==> config.mk <==
export PLATFORM = sky130hd
export DESIGN_NAME = binary_heap_priority_queue
export DESIGN_NICKNAME = d
export VERILOG_FILES = /design/src/rtl/core/bhpq_pkg.sv /design/src/rtl/core/bhpq_ram.sv /design/src/rtl/core/bhpq_cfg.sv /design/src/rtl/core/bhpq_seq.sv /design/src/rtl/core/binary_heap_priority_queue.sv
export SDC_FILE = /design/constraint.sdc
export NUM_CORES = 2
export LEC_CHECK = 0
export ABC_AREA = 1
export ABC_CLOCK_PERIOD_IN_PS = 10400
export BUFFER_PORTS_ARGS = -buffer_cell sky130_fd_sc_hd__buf_2
export CAP_MARGIN = 10
export CELL_PAD_IN_SITES_DETAIL_PLACEMENT = 1
export CELL_PAD_IN_SITES_GLOBAL_PLACEMENT = 2
export CORE_MARGIN = 5
export CORE_UTILIZATION = 45
export DETAILED_ROUTE_END_ITERATION = 10
export GPL_TIMING_DRIVEN = 1
export PLACE_DENSITY = 0.8
export SETUP_SLACK_MARGIN = 0.3
export SLEW_MARGIN = 25
export SYNTH_ARGS = -nofsm -noshare
export SYNTH_HDL_FRONTEND = slang
export SYNTH_SLANG_ARGS = --single-unit
==> constraint.sdc <==
create_clock -name clk_i -period 10.4 [get_ports clk_i]
set_input_delay 0 -clock clk_i [delete_from_list [all_inputs] [get_ports clk_i]]
set_output_delay 0 -clock clk_i [all_outputs]
set_load 0.01 [all_outputs]
==> src/rtl/core/bhpq_pkg.sv <==
`timescale 1ns / 1ps

package bhpq_pkg;

  // heap geometry
  localparam int CAPACITY = 64;
  localparam int ADDR_W   = $clog2(CAPACITY);
  localparam int CNT_W    = $clog2(CAPACITY + 1);
  localparam int KID_W    = ADDR_W + 1;

  // field widths of the request and result items
  localparam int VALUE_W   = 32;
  localparam int COUNT_W   = 7;
  localparam int STATUS_W  = 2;

  // configuration port
  localparam int PADDR_W = 3;
  localparam int PDATA_W = 32;
  localparam int REG_IDX_W = PADDR_W - 2;
  localparam logic [REG_IDX_W-1:0] REG_HEAP_MODE = REG_IDX_W'(0);

  // request kinds
  localparam logic REQ_INSERT = 1'b0;
  localparam logic REQ_DELETE = 1'b1;

  // heap order
  localparam logic MODE_MIN = 1'b0;
  localparam logic MODE_MAX = 1'b1;

  typedef enum logic [STATUS_W-1:0] {
    ST_OK    = 2'd0,
    ST_FULL  = 2'd1,
    ST_EMPTY = 2'd2
  } bhpq_status_e;

  typedef struct packed {
    logic                      req_type;
    logic signed [VALUE_W-1:0] item_value;
  } bhpq_req_t;

  typedef struct packed {
    logic signed [VALUE_W-1:0] removed_value;
    logic signed [VALUE_W-1:0] top_value;
    logic [COUNT_W-1:0]        entry_count;
    logic [STATUS_W-1:0]       status;
  } bhpq_rsp_t;

  typedef struct packed {
    logic      valid;
    bhpq_rsp_t rsp;
  } bhpq_res_t;

  // true when a belongs strictly above b under the given order
  function automatic logic beats(logic mode, logic signed [VALUE_W-1:0] a,
                                 logic signed [VALUE_W-1:0] b);
    logic res;
    if (mode == MODE_MAX) begin
      res = (a > b);
    end else begin
      res = (a < b);
    end
    return res;
  endfunction

endpackage

==> src/rtl/core/bhpq_ram.sv <==
`timescale 1ns / 1ps

module bhpq_ram #(
  parameter int WIDTH = 32,
  parameter int DEPTH = 64
) (
  input  logic                     clk_i,
  input  logic                     we_i,
  input  logic [$clog2(DEPTH)-1:0] waddr_i,
  input  logic [WIDTH-1:0]         wdata_i,
  input  logic [$clog2(DEPTH)-1:0] raddr_a_i,
  input  logic [$clog2(DEPTH)-1:0] raddr_b_i,
  output logic [WIDTH-1:0]         rdata_a_o,
  output logic [WIDTH-1:0]         rdata_b_o
);

  logic [WIDTH-1:0] mem [DEPTH];

  always_ff @(posedge clk_i) begin
    if (we_i) begin
      mem[waddr_i] <= wdata_i;
    end
    rdata_a_o <= mem[raddr_a_i];
    rdata_b_o <= mem[raddr_b_i];
  end

endmodule

==> src/rtl/core/bhpq_cfg.sv <==
`timescale 1ns / 1ps

module bhpq_cfg import bhpq_pkg::*; (
  input  logic               clk_i,
  input  logic               rst_ni,
  input  logic               psel,
  input  logic               penable,
  input  logic               pwrite,
  input  logic [PADDR_W-1:0] paddr,
  input  logic [PDATA_W-1:0] pwdata,
  output logic [PDATA_W-1:0] prdata,
  output logic               pready,
  output logic               heap_mode_o
);

  logic                 mode_q, mode_d;
  logic [REG_IDX_W-1:0] reg_idx;

  // byte offset inside a word is ignored
  assign reg_idx = paddr[PADDR_W-1:2];
  assign pready  = 1'b1;

  always_comb begin
    mode_d = mode_q;
    if (psel && penable && pwrite && pready && (reg_idx == REG_HEAP_MODE)) begin
      mode_d = pwdata[0];
    end
  end

  always_comb begin
    prdata = '0;
    if (reg_idx == REG_HEAP_MODE) begin
      prdata = PDATA_W'(mode_q);
    end
  end

  always_ff @(posedge clk_i or negedge rst_ni) begin
    if (!rst_ni) begin
      mode_q <= MODE_MIN;
    end else begin
      mode_q <= mode_d;
    end
  end

  assign heap_mode_o = mode_q;

endmodule

==> src/rtl/core/bhpq_seq.sv <==
`timescale 1ns / 1ps

module bhpq_seq import bhpq_pkg::*; (
  input  logic      clk_i,
  input  logic      rst_ni,
  input  logic      heap_mode_i,
  input  logic      req_valid_i,
  input  bhpq_req_t req_i,
  output logic      req_stall_o,
  output bhpq_res_t res_o,
  input  logic      res_free_i
);

  typedef enum logic [6:0] {
    S_IDLE     = 7'b0000001,
    S_INS_RD   = 7'b0000010,
    S_INS_CMP  = 7'b0000100,
    S_DEL_LAST = 7'b0001000,
    S_DEL_RD   = 7'b0010000,
    S_DEL_CMP  = 7'b0100000,
    S_DONE     = 7'b1000000
  } bhpq_state_e;

  bhpq_state_e               state_q, state_d;
  logic [CNT_W-1:0]          cnt_q, cnt_d;
  logic [ADDR_W-1:0]         pos_q, pos_d;
  logic signed [VALUE_W-1:0] val_q, val_d;
  logic signed [VALUE_W-1:0] root_q, root_d;
  logic signed [VALUE_W-1:0] removed_q, removed_d;
  bhpq_status_e              status_q, status_d;

  logic                      ram_we;
  logic [ADDR_W-1:0]         ram_waddr;
  logic [VALUE_W-1:0]        ram_wdata;
  logic [ADDR_W-1:0]         ram_raddr_a, ram_raddr_b;
  logic [VALUE_W-1:0]        ram_rdata_a, ram_rdata_b;

  logic [CNT_W-1:0]          last_idx;
  logic [ADDR_W-1:0]         pos_m1;
  logic [ADDR_W-1:0]         up_idx;
  logic [KID_W-1:0]          kid_l, kid_r, best_idx;
  logic                      take_r;
  logic signed [VALUE_W-1:0] best_val;

  bhpq_ram #(
    .WIDTH(VALUE_W),
    .DEPTH(CAPACITY)
  ) u_ram (
    .clk_i    (clk_i),
    .we_i     (ram_we),
    .waddr_i  (ram_waddr),
    .wdata_i  (ram_wdata),
    .raddr_a_i(ram_raddr_a),
    .raddr_b_i(ram_raddr_b),
    .rdata_a_o(ram_rdata_a),
    .rdata_b_o(ram_rdata_b)
  );

  assign last_idx = cnt_q - 1'b1;
  assign pos_m1   = pos_q - 1'b1;
  assign up_idx   = pos_m1 >> 1;
  assign kid_l    = {pos_q, 1'b1};
  assign kid_r    = kid_l + 1'b1;

  // right child only counts when it exists and is strictly better
  assign take_r   = (kid_r < KID_W'(cnt_q)) &&
                    beats(heap_mode_i, signed'(ram_rdata_b), signed'(ram_rdata_a));
  assign best_val = take_r ? signed'(ram_rdata_b) : signed'(ram_rdata_a);
  assign best_idx = take_r ? kid_r : kid_l;

  always_comb begin
    state_d     = state_q;
    cnt_d       = cnt_q;
    pos_d       = pos_q;
    val_d       = val_q;
    root_d      = root_q;
    removed_d   = removed_q;
    status_d    = status_q;
    ram_we      = 1'b0;
    ram_waddr   = pos_q;
    ram_wdata   = val_q;
    ram_raddr_a = '0;
    ram_raddr_b = '0;

    case (state_q)
      S_IDLE: begin
        if (req_valid_i) begin
          removed_d = '0;
          status_d  = ST_OK;
          if (req_i.req_type == REQ_INSERT) begin
            if (cnt_q == CNT_W'(CAPACITY)) begin
              status_d = ST_FULL;
              state_d  = S_DONE;
            end else begin
              val_d   = req_i.item_value;
              pos_d   = cnt_q[ADDR_W-1:0];
              cnt_d   = cnt_q + 1'b1;
              state_d = S_INS_RD;
            end
          end else begin
            if (cnt_q == '0) begin
              status_d = ST_EMPTY;
              state_d  = S_DONE;
            end else begin
              removed_d   = root_q;
              cnt_d       = last_idx;
              pos_d       = '0;
              ram_raddr_a = last_idx[ADDR_W-1:0];
              state_d     = (cnt_q == CNT_W'(1)) ? S_DONE : S_DEL_LAST;
            end
          end
        end
      end

      S_INS_RD: begin
        if (pos_q == '0) begin
          ram_we    = 1'b1;
          ram_waddr = '0;
          ram_wdata = val_q;
          root_d    = val_q;
          state_d   = S_DONE;
        end else begin
          ram_raddr_a = up_idx;
          state_d     = S_INS_CMP;
        end
      end

      S_INS_CMP: begin
        ram_we    = 1'b1;
        ram_waddr = pos_q;
        if (beats(heap_mode_i, val_q, signed'(ram_rdata_a))) begin
          // parent moves down one level
          ram_wdata = ram_rdata_a;
          pos_d     = up_idx;
          state_d   = S_INS_RD;
        end else begin
          ram_wdata = val_q;
          state_d   = S_DONE;
        end
      end

      S_DEL_LAST: begin
        val_d   = signed'(ram_rdata_a);
        state_d = S_DEL_RD;
      end

      S_DEL_RD: begin
        if (kid_l >= KID_W'(cnt_q)) begin
          ram_we    = 1'b1;
          ram_waddr = pos_q;
          ram_wdata = val_q;
          if (pos_q == '0) begin
            root_d = val_q;
          end
          state_d = S_DONE;
        end else begin
          ram_raddr_a = kid_l[ADDR_W-1:0];
          ram_raddr_b = kid_r[ADDR_W-1:0];
          state_d     = S_DEL_CMP;
        end
      end

      S_DEL_CMP: begin
        ram_we    = 1'b1;
        ram_waddr = pos_q;
        if (beats(heap_mode_i, best_val, val_q)) begin
          // better child moves up one level
          ram_wdata = best_val;
          if (pos_q == '0) begin
            root_d = best_val;
          end
          pos_d   = best_idx[ADDR_W-1:0];
          state_d = S_DEL_RD;
        end else begin
          ram_wdata = val_q;
          if (pos_q == '0) begin
            root_d = val_q;
          end
          state_d = S_DONE;
        end
      end

      S_DONE: begin
        if (res_free_i) begin
          state_d = S_IDLE;
        end
      end

      default: begin
        state_d = S_IDLE;
      end
    endcase
  end

  always_ff @(posedge clk_i or negedge rst_ni) begin
    if (!rst_ni) begin
      state_q <= S_IDLE;
      cnt_q   <= '0;
    end else begin
      state_q <= state_d;
      cnt_q   <= cnt_d;
    end
  end

  always_ff @(posedge clk_i) begin
    pos_q     <= pos_d;
    val_q     <= val_d;
    root_q    <= root_d;
    removed_q <= removed_d;
    status_q  <= status_d;
  end

  assign req_stall_o = (state_q != S_IDLE);

  always_comb begin
    res_o.valid             = (state_q == S_DONE);
    res_o.rsp.removed_value = removed_q;
    res_o.rsp.top_value     = (cnt_q == '0) ? '0 : root_q;
    res_o.rsp.entry_count   = COUNT_W'(cnt_q);
    res_o.rsp.status        = status_q;
  end

endmodule

==> src/rtl/core/binary_heap_priority_queue.sv <==
`timescale 1ns / 1ps
// channel   valid        stall         payload
// request   in_valid_i   in_stall_o    in_req_i   (req_type, item_value)
// result    out_valid_o  out_stall_i   out_rsp_o  (removed_value, top_value,
//                                                  entry_count, status)
// config    psel/penable/pwrite, paddr, pwdata, prdata, pready
//
// one request at a time; each level is one read of the heap ram and one compare
// and write back. an insert climbs until it reaches the root or stops; a delete
// first fetches the last entry, then descends until it lands on a leaf or stops.
// a rejected request or the delete of the only entry goes straight to the result.
// reset empties the heap and selects min order; no clearing pass is needed.
// a new request is taken while the previous result waits in the output
// register; a stalled output holds the next result in the sequencer.

module binary_heap_priority_queue import bhpq_pkg::*; (
  input  logic               clk_i,
  input  logic               rst_ni,
  input  logic               in_valid_i,
  output logic               in_stall_o,
  input  bhpq_req_t          in_req_i,
  output logic               out_valid_o,
  input  logic               out_stall_i,
  output bhpq_rsp_t          out_rsp_o,
  input  logic               psel,
  input  logic               penable,
  input  logic               pwrite,
  input  logic [PADDR_W-1:0] paddr,
  input  logic [PDATA_W-1:0] pwdata,
  output logic [PDATA_W-1:0] prdata,
  output logic               pready
);

  logic      heap_mode;
  bhpq_res_t res;
  logic      res_free;
  logic      out_valid_q, out_valid_d;
  bhpq_rsp_t out_rsp_q;

  bhpq_cfg u_cfg (
    .clk_i      (clk_i),
    .rst_ni     (rst_ni),
    .psel       (psel),
    .penable    (penable),
    .pwrite     (pwrite),
    .paddr      (paddr),
    .pwdata     (pwdata),
    .prdata     (prdata),
    .pready     (pready),
    .heap_mode_o(heap_mode)
  );

  bhpq_seq u_seq (
    .clk_i      (clk_i),
    .rst_ni     (rst_ni),
    .heap_mode_i(heap_mode),
    .req_valid_i(in_valid_i),
    .req_i      (in_req_i),
    .req_stall_o(in_stall_o),
    .res_o      (res),
    .res_free_i (res_free)
  );

  // output slot frees when empty or being taken this cycle
  assign res_free = !out_valid_q || !out_stall_i;

  always_comb begin
    out_valid_d = out_valid_q;
    if (res_free) begin
      out_valid_d = res.valid;
    end
  end

  always_ff @(posedge clk_i or negedge rst_ni) begin
    if (!rst_ni) begin
      out_valid_q <= 1'b0;
    end else begin
      out_valid_q <= out_valid_d;
    end
  end

  always_ff @(posedge clk_i) begin
    if (res_free && res.valid) begin
      out_rsp_q <= res.rsp;
    end
  end

  assign out_valid_o = out_valid_q;
  assign out_rsp_o   = out_rsp_q;

endmodule
# After elaboration in Yosys (flattened, before gate mapping)
# Memories as Yosys holds them, arrays and structs flattened. A register that Yosys moved wholly into a read port is not among the register bits.
# Cells that the tools add are included.
# classes
eq_ne	22
n_reduce_logical	20
n_lt_le_gt_ge	8
n_bitwise	1
mux	60
addsub	4
# ops
operator	count
32-bit 2-to-1 mux	11
32-bit one-hot mux with 2 select lines	2
32-bit > comparator	3
32-bit < comparator	3
32-bit one-hot mux with 3 select lines	1
7-bit 2-to-1 mux	13
6-bit 2-to-1 mux	15
7-bit one-hot mux with 7 select lines	1
6-bit one-hot mux with 3 select lines	2
7-bit by 1-bit adder with 7-bit output, second input constant	2
7-bit by 1-bit == test with 1-bit output, second input constant	2
7-bit == test, second input constant	2
1-bit 2-to-1 mux	11
2-bit inequality test, second input constant	5
2-bit by 1-bit inequality test with 1-bit output, second input constant	4
4-bit AND reduction	2
7-bit by 2-bit == test with 1-bit output, second input constant	1
7-bit by 3-bit == test with 1-bit output, second input constant	1
7-bit by 4-bit == test with 1-bit output, second input constant	1
7-bit by 5-bit == test with 1-bit output, second input constant	1
7-bit by 6-bit == test with 1-bit output, second input constant	1
7-bit >= comparator	1
7-bit zero test	1
7-bit < comparator	1
other kinds (19)	28
# word_totals
word_cells	129
mem_count	1
register_bits	193
ram_bits	2048
inputBits	75
out_inout_bits	108
# memory_table
name	words	word_bits	rd	rd_ports_with_merged_regs	write_ports	line_no	source
u_seq.u_ram.mem	64	32	2	2	1	bhpq_ram.sv:17	logic [WIDTH-1:0] mem [DEPTH];

# Depth between registers and ports, before layout
# logic_depth
word_depth	9
ltp_mapped	40
mapped_depth_nobuf	39

# Cells and area by module
# From an unflattened synthesis, not the netlist that was laid out.
# hier_totals
hier_cells	12876
hier_area_um2	116320.3
# modules_own_cells
mod	area_each_um2	cells_each	n_inst	seq_area_each_um2
bhpq_ram	103849.6	11401	1	62780.2
bhpq_seq	9923.3	1352	1	3474.6
binary_heap_priority_queue	2233.4	78	1	2217.1
bhpq_cfg	314.1	45	1	25.0

# Worst setup path after synthesis
# No wires, ideal clock.
# synth_path
path_type	reg-to-reg
start	register u_seq.pos_q[0]
end	memory u_seq.u_ram.mem[0][20] (data pin)
n_path_buf	1
synth_period_minus_slack_ns	5.857
arrival_ns	5.355
setup_time_ns	0.502
t_required_ns	9.898
path_slack_ns	4.543
stages_incl_launch_ff	27
cell_sequence	edfxtp_1 > inv_1 > nor2_1 > nand2_1 > o31ai_1 > ha_1 > a21oi_1 > o21ai_0 > a21oi_1 > nand3_1 > clkbuf_1 > nand2_1 > o21ai_0 > ha_1 > nand2_1 > nor3_1 > and3_1 > nand2_1 > nand2_1 > nand2_1 > nand3_1 > nand3_1 > nand2_1 > nand2_1 > nand2_1 > nor2_1 > nor2_1
# synth_via
elab_chain_len	9
elab_cells_between_ends	10
classes_between	1 x add/sub; 3 x order compare; 5 x mux; 1 x reduce/logical
# synth_lines
item	line_no	source
start, declared	bhpq_seq.sv:26	logic [ADDR_W-1:0] pos_q, pos_d;
start signal, assigned	bhpq_seq.sv:206	pos_q <= pos_d;
7-bit by 1-bit adder with 7-bit output (*)	bhpq_seq.sv:63	assign kid_r = kid_l + 1'b1;
7-bit < comparator (*)	bhpq_seq.sv:66	assign take_r = (kid_r < KID_W'(cnt_q)) &&
1-bit logical AND (*)	bhpq_seq.sv:66	
32-bit 2-to-1 mux (*)	bhpq_seq.sv:68	assign best_val = take_r ? signed'(ram_rdata_b) : signed'(ram_rdata_a);
32-bit < comparator / 32-bit > comparator (equally long branches)	bhpq_pkg.sv:60, bhpq_pkg.sv:58	
1-bit 2-to-1 mux	bhpq_pkg.sv:57	if (mode == MODE_MAX) begin
1-bit 2-to-1 mux	bhpq_seq.sv:85	case (state_q)
32-bit 2-to-1 mux (*)	bhpq_seq.sv:166	if (beats(heap_mode_i, best_val, val_q)) begin
32-bit one-hot mux with 2 select lines (*)	bhpq_seq.sv:85	
net u_seq.ram_wdata[20]	bhpq_seq.sv:34	logic [VALUE_W-1:0] ram_wdata;
end, declared	bhpq_ram.sv:17	
# The timed path passes the listed nets; every way through them passes the cells marked *. The select of a mux whose other input is x is not followed.

# Worst setup path in the final report
# layout_path
start	register u_seq.pos_q[0]
end	memory u_seq.u_ram.mem[42][11] (data pin)
# Same word-level chain as after synthesis.

==> metrics.yaml <==
maxSlewHeadroom: 0.156
mostFrequentLayoutCell: "nand3_1"
p_sw_uw: 14200
p_per_area_mw_per_mm2: 287
cts_root_buffer: "clkbuf_16"
fin_nets: 10207
initial_core_util: 0.452
ir_drop_mv: 0.203
path_buf_inv: 7
slowest_delay_ns: 0.76
htree_levels: 5
cp_max_fo: 64
clk-insertion-delay-late_ns: 0.95
cp_top_family: "buffers and inverters"
hold_viol_final: 0
use_met3: 0.0928
fin_ws_ns: 2.20
seq_area_mm2: 0.0685
grt_pass1_vias: 91894
finalNonFillerCells: 13416
clk_pin_slew_ns: 0.06
power_frac_seq: 0.356
critPathKind: "reg2reg"
synth-simple-area-share: 0.261
internal-power_uw: 20700
hold_path_class: "in2reg"
outcome: "completed"
core-area_mm2: 0.243
synth_top_area_cell: "edfxtp_1"
cp-end-kind: "register"
synth_cell_types: 47
ys_warn_count: 0
startpoint: "u_seq.pos_q[0]"
syn_area_mm2: 0.110
num_rows: 181
dp_cells: 12868
pwr-share-clk: 0.268
syn_to_final_growth_pct: 11.1
io_pins: 183
tightest_slew_ns: 1.27
synth_fa_ha_area_frac: 0.0130
dpl.hpwl_um: 240000
yosysSeqAreaShare: 0.625
stdcell_area_mm2: 0.122
pwr-share-comb: 0.376
startpoint_type: "register"
antenna_found_initial: 17
p_sw_frac: 0.407
netlist_instances: 10259
cts_tree: "done"
required_ns: 10.98
setup_viol: 0
synth_top_area_frac: 0.609
async_flop_share: 0.00694
synthFlopType: "edfxtp_1"
use_met2: 0.527
clock_skew_ns: 0.0444
die_h_um: 504
post-route-drc-count: 0
busiest_layer: "met2"
synth_edf_count: 2225
cts_buffers: 277
rsz0062_at_grt: "false"
syn_area_per_cell_um2: 10.7
clk_path_buf_depth: 4
multiInputGateArea_mm2: 0.0363
synthTopCellsByArea: "edfxtp_1 (61%), nand3_1 (11%), nand4_1 (5.9%), nand2_1 (5.6%), o211ai_1 (3.7%)"
worst_path_most_repeated_cell: "nand2_1"
cp.arrival_ns: 8.78
clkSinkCount: 2305
grt_use_total: 0.355
synth.area.mux_share: 0
ys_seq_elements: 2305
detail-route-antenna-nets: 0
portBuffers: 117
synth_compound_area_frac: 0.0506
fp.dieArea_mm2: 0.254
clock.fmax_ghz: 0.122
dr.pass1.iters: 6
fillers: 25559
layout_common_cells: "nand3_1 (2,368), edfxtp_1 (2,225), nand2_1 (1,629)"
use_met1: 0.480
routedWlPerCell_um: 34.4
die-width_um: 504
cp_slowest_cell: "buf_4"
drv_slew: 0
power.total_uw: 35000
timing.rr.start: "u_seq.pos_q[0]"
vias_per_cell: 6.79
grt-ovfl-total: 0
dp_worst_setup_slack_ns: 2.42
grt_pass1_wl_um: 653000
grt_max_degree: 198
min_period_ns: 8.20
vias: 91075
synth_xor_area_frac: 0.000559
hp-start: "in_req_i[32]"
gp_congestion: 0.880
layout-drive-gt1-share: 0.124
drt_iter0_drc: 11680
maxCapViolCount: 0
final.setup.tns_ns: 0
finalCritPeriodShare: 0.789
dpl_cell_area_mm2: 0.113
power.leakage_uw: 0.0424
synth_top_family_by_area: "simple AND/OR/NAND/NOR gates"
wl_um: 462000
cts_resized: 0
==> Yosys cell counts (5+ instances only) <==
cell      instances
nor2_4            6
o21a_1           36
or2_2           464
xor2_1            6
nor2_1          179
inv_2            10
edfxtp_1       2225
nand3_1        2374
nor3_1           46
o211ai_1        547
dfrtp_1          15
nand2_1        1629
o21ai_0         160
nand4_1        1035
clkbuf_1        397
buf_6             5
buf_2           432
or2_1             6
ha_1            114
dfxtp_1          64
a21oi_1          58
buf_1            76
inv_1           279
buf_4            50
clkbuf_2          5
==> repair_timing <==
item,4_1_cts,5_1_grt
hold endpoints to repair,194,0
buffers inserted,0,0
hold buffers,73,0
==> cells by family after synthesis <==
group | after synthesis
buf+inv | 1256
flops | 2305
other cells | 2
fa+ha+maj | 114
xor+xnor | 7
compound gates | 812
simple gates | 5763
==> power groups by stage <==
stage	clock, µW	combinational, µW	sequential (µW)
final	9360	13100	12500
after global routing	9860	14000	12500
after CTS	9450	12800	12400
after detailed placement	0	12700	12600
after global placement	0	12400	12600
after floorplan	0	7590	12700
==> through the flow <==
stage / utilization / hold WS (ns)
after floorplan: - / -0.296
after global placement: 0.464 / -0.0244
after detailed placement: 0.464 / -0.0248
after CTS: 0.502 / 0.00768
after global routing: 0.502 / 0.0665
final: 0.502 / 0.0806
==> tightest hold or removal path, delay by kind of cell <==
kind	cells	cell delay [ns]
AND/OR/NAND/NOR	1	0.11
AO/OA/AOI/OAI	2	0.15
buffers and inverters	2	0.73
==> per-layer routing <==
| layer | vias to the layer above | share of wire |
|---|---|---|
| li1 | 37661 | - |
| met1 | 46731 | 0.40 |
| met2 | 5549 | 0.43 |
| met3 | 1128 | 0.12 |
| met4 | 6 | 0.057 |
| met5 | - | 0.00052 |
==> path summary, 6_finish.rpt <==
check / slack, ns / to / depth (start not counted)
min in group asynchronous: 0.24 / u_seq.cnt_q[3] / 3
max in group asynchronous: 9.61 / u_cfg.heap_mode_o / 3
setup / recovery: 2.20 / u_seq.u_ram.mem[42][11] / 31
hold / removal: 0.08 / u_seq.cnt_q[1] / 5
setup reg to reg: 2.20 / u_seq.u_ram.mem[42][11] / 31
hold reg to reg: 0.41 / out_rsp_o[57] / 0
==> final cells by class <==
type                    count  area share
flip-flops and latches   2305       0.562
clock buffers             358      0.0604
repair buffers            415      0.0275
well taps                3202      0.0329
diodes                     13    0.000267
multi-input cells        6728       0.298
clock inverters           104     0.00902
inverters                 291     0.00929
==> state kept, by name, indices dropped and copies added (netlist names) <==
name	count
u_seq.u_ram.mem	2048
out_rsp_o	73
u_seq.removed_q	32
u_seq.root_q	32
u_seq.u_ram.rdata_a_o	32
u_seq.u_ram.rdata_b_o	32
u_seq.val_q	32
u_seq.cnt_q	7
u_seq.state_q	7
u_seq.pos_q	6
u_seq.status_q	2
out_valid_o	1
u_cfg.heap_mode_o	1
Power figures use the tool's default switching activity.
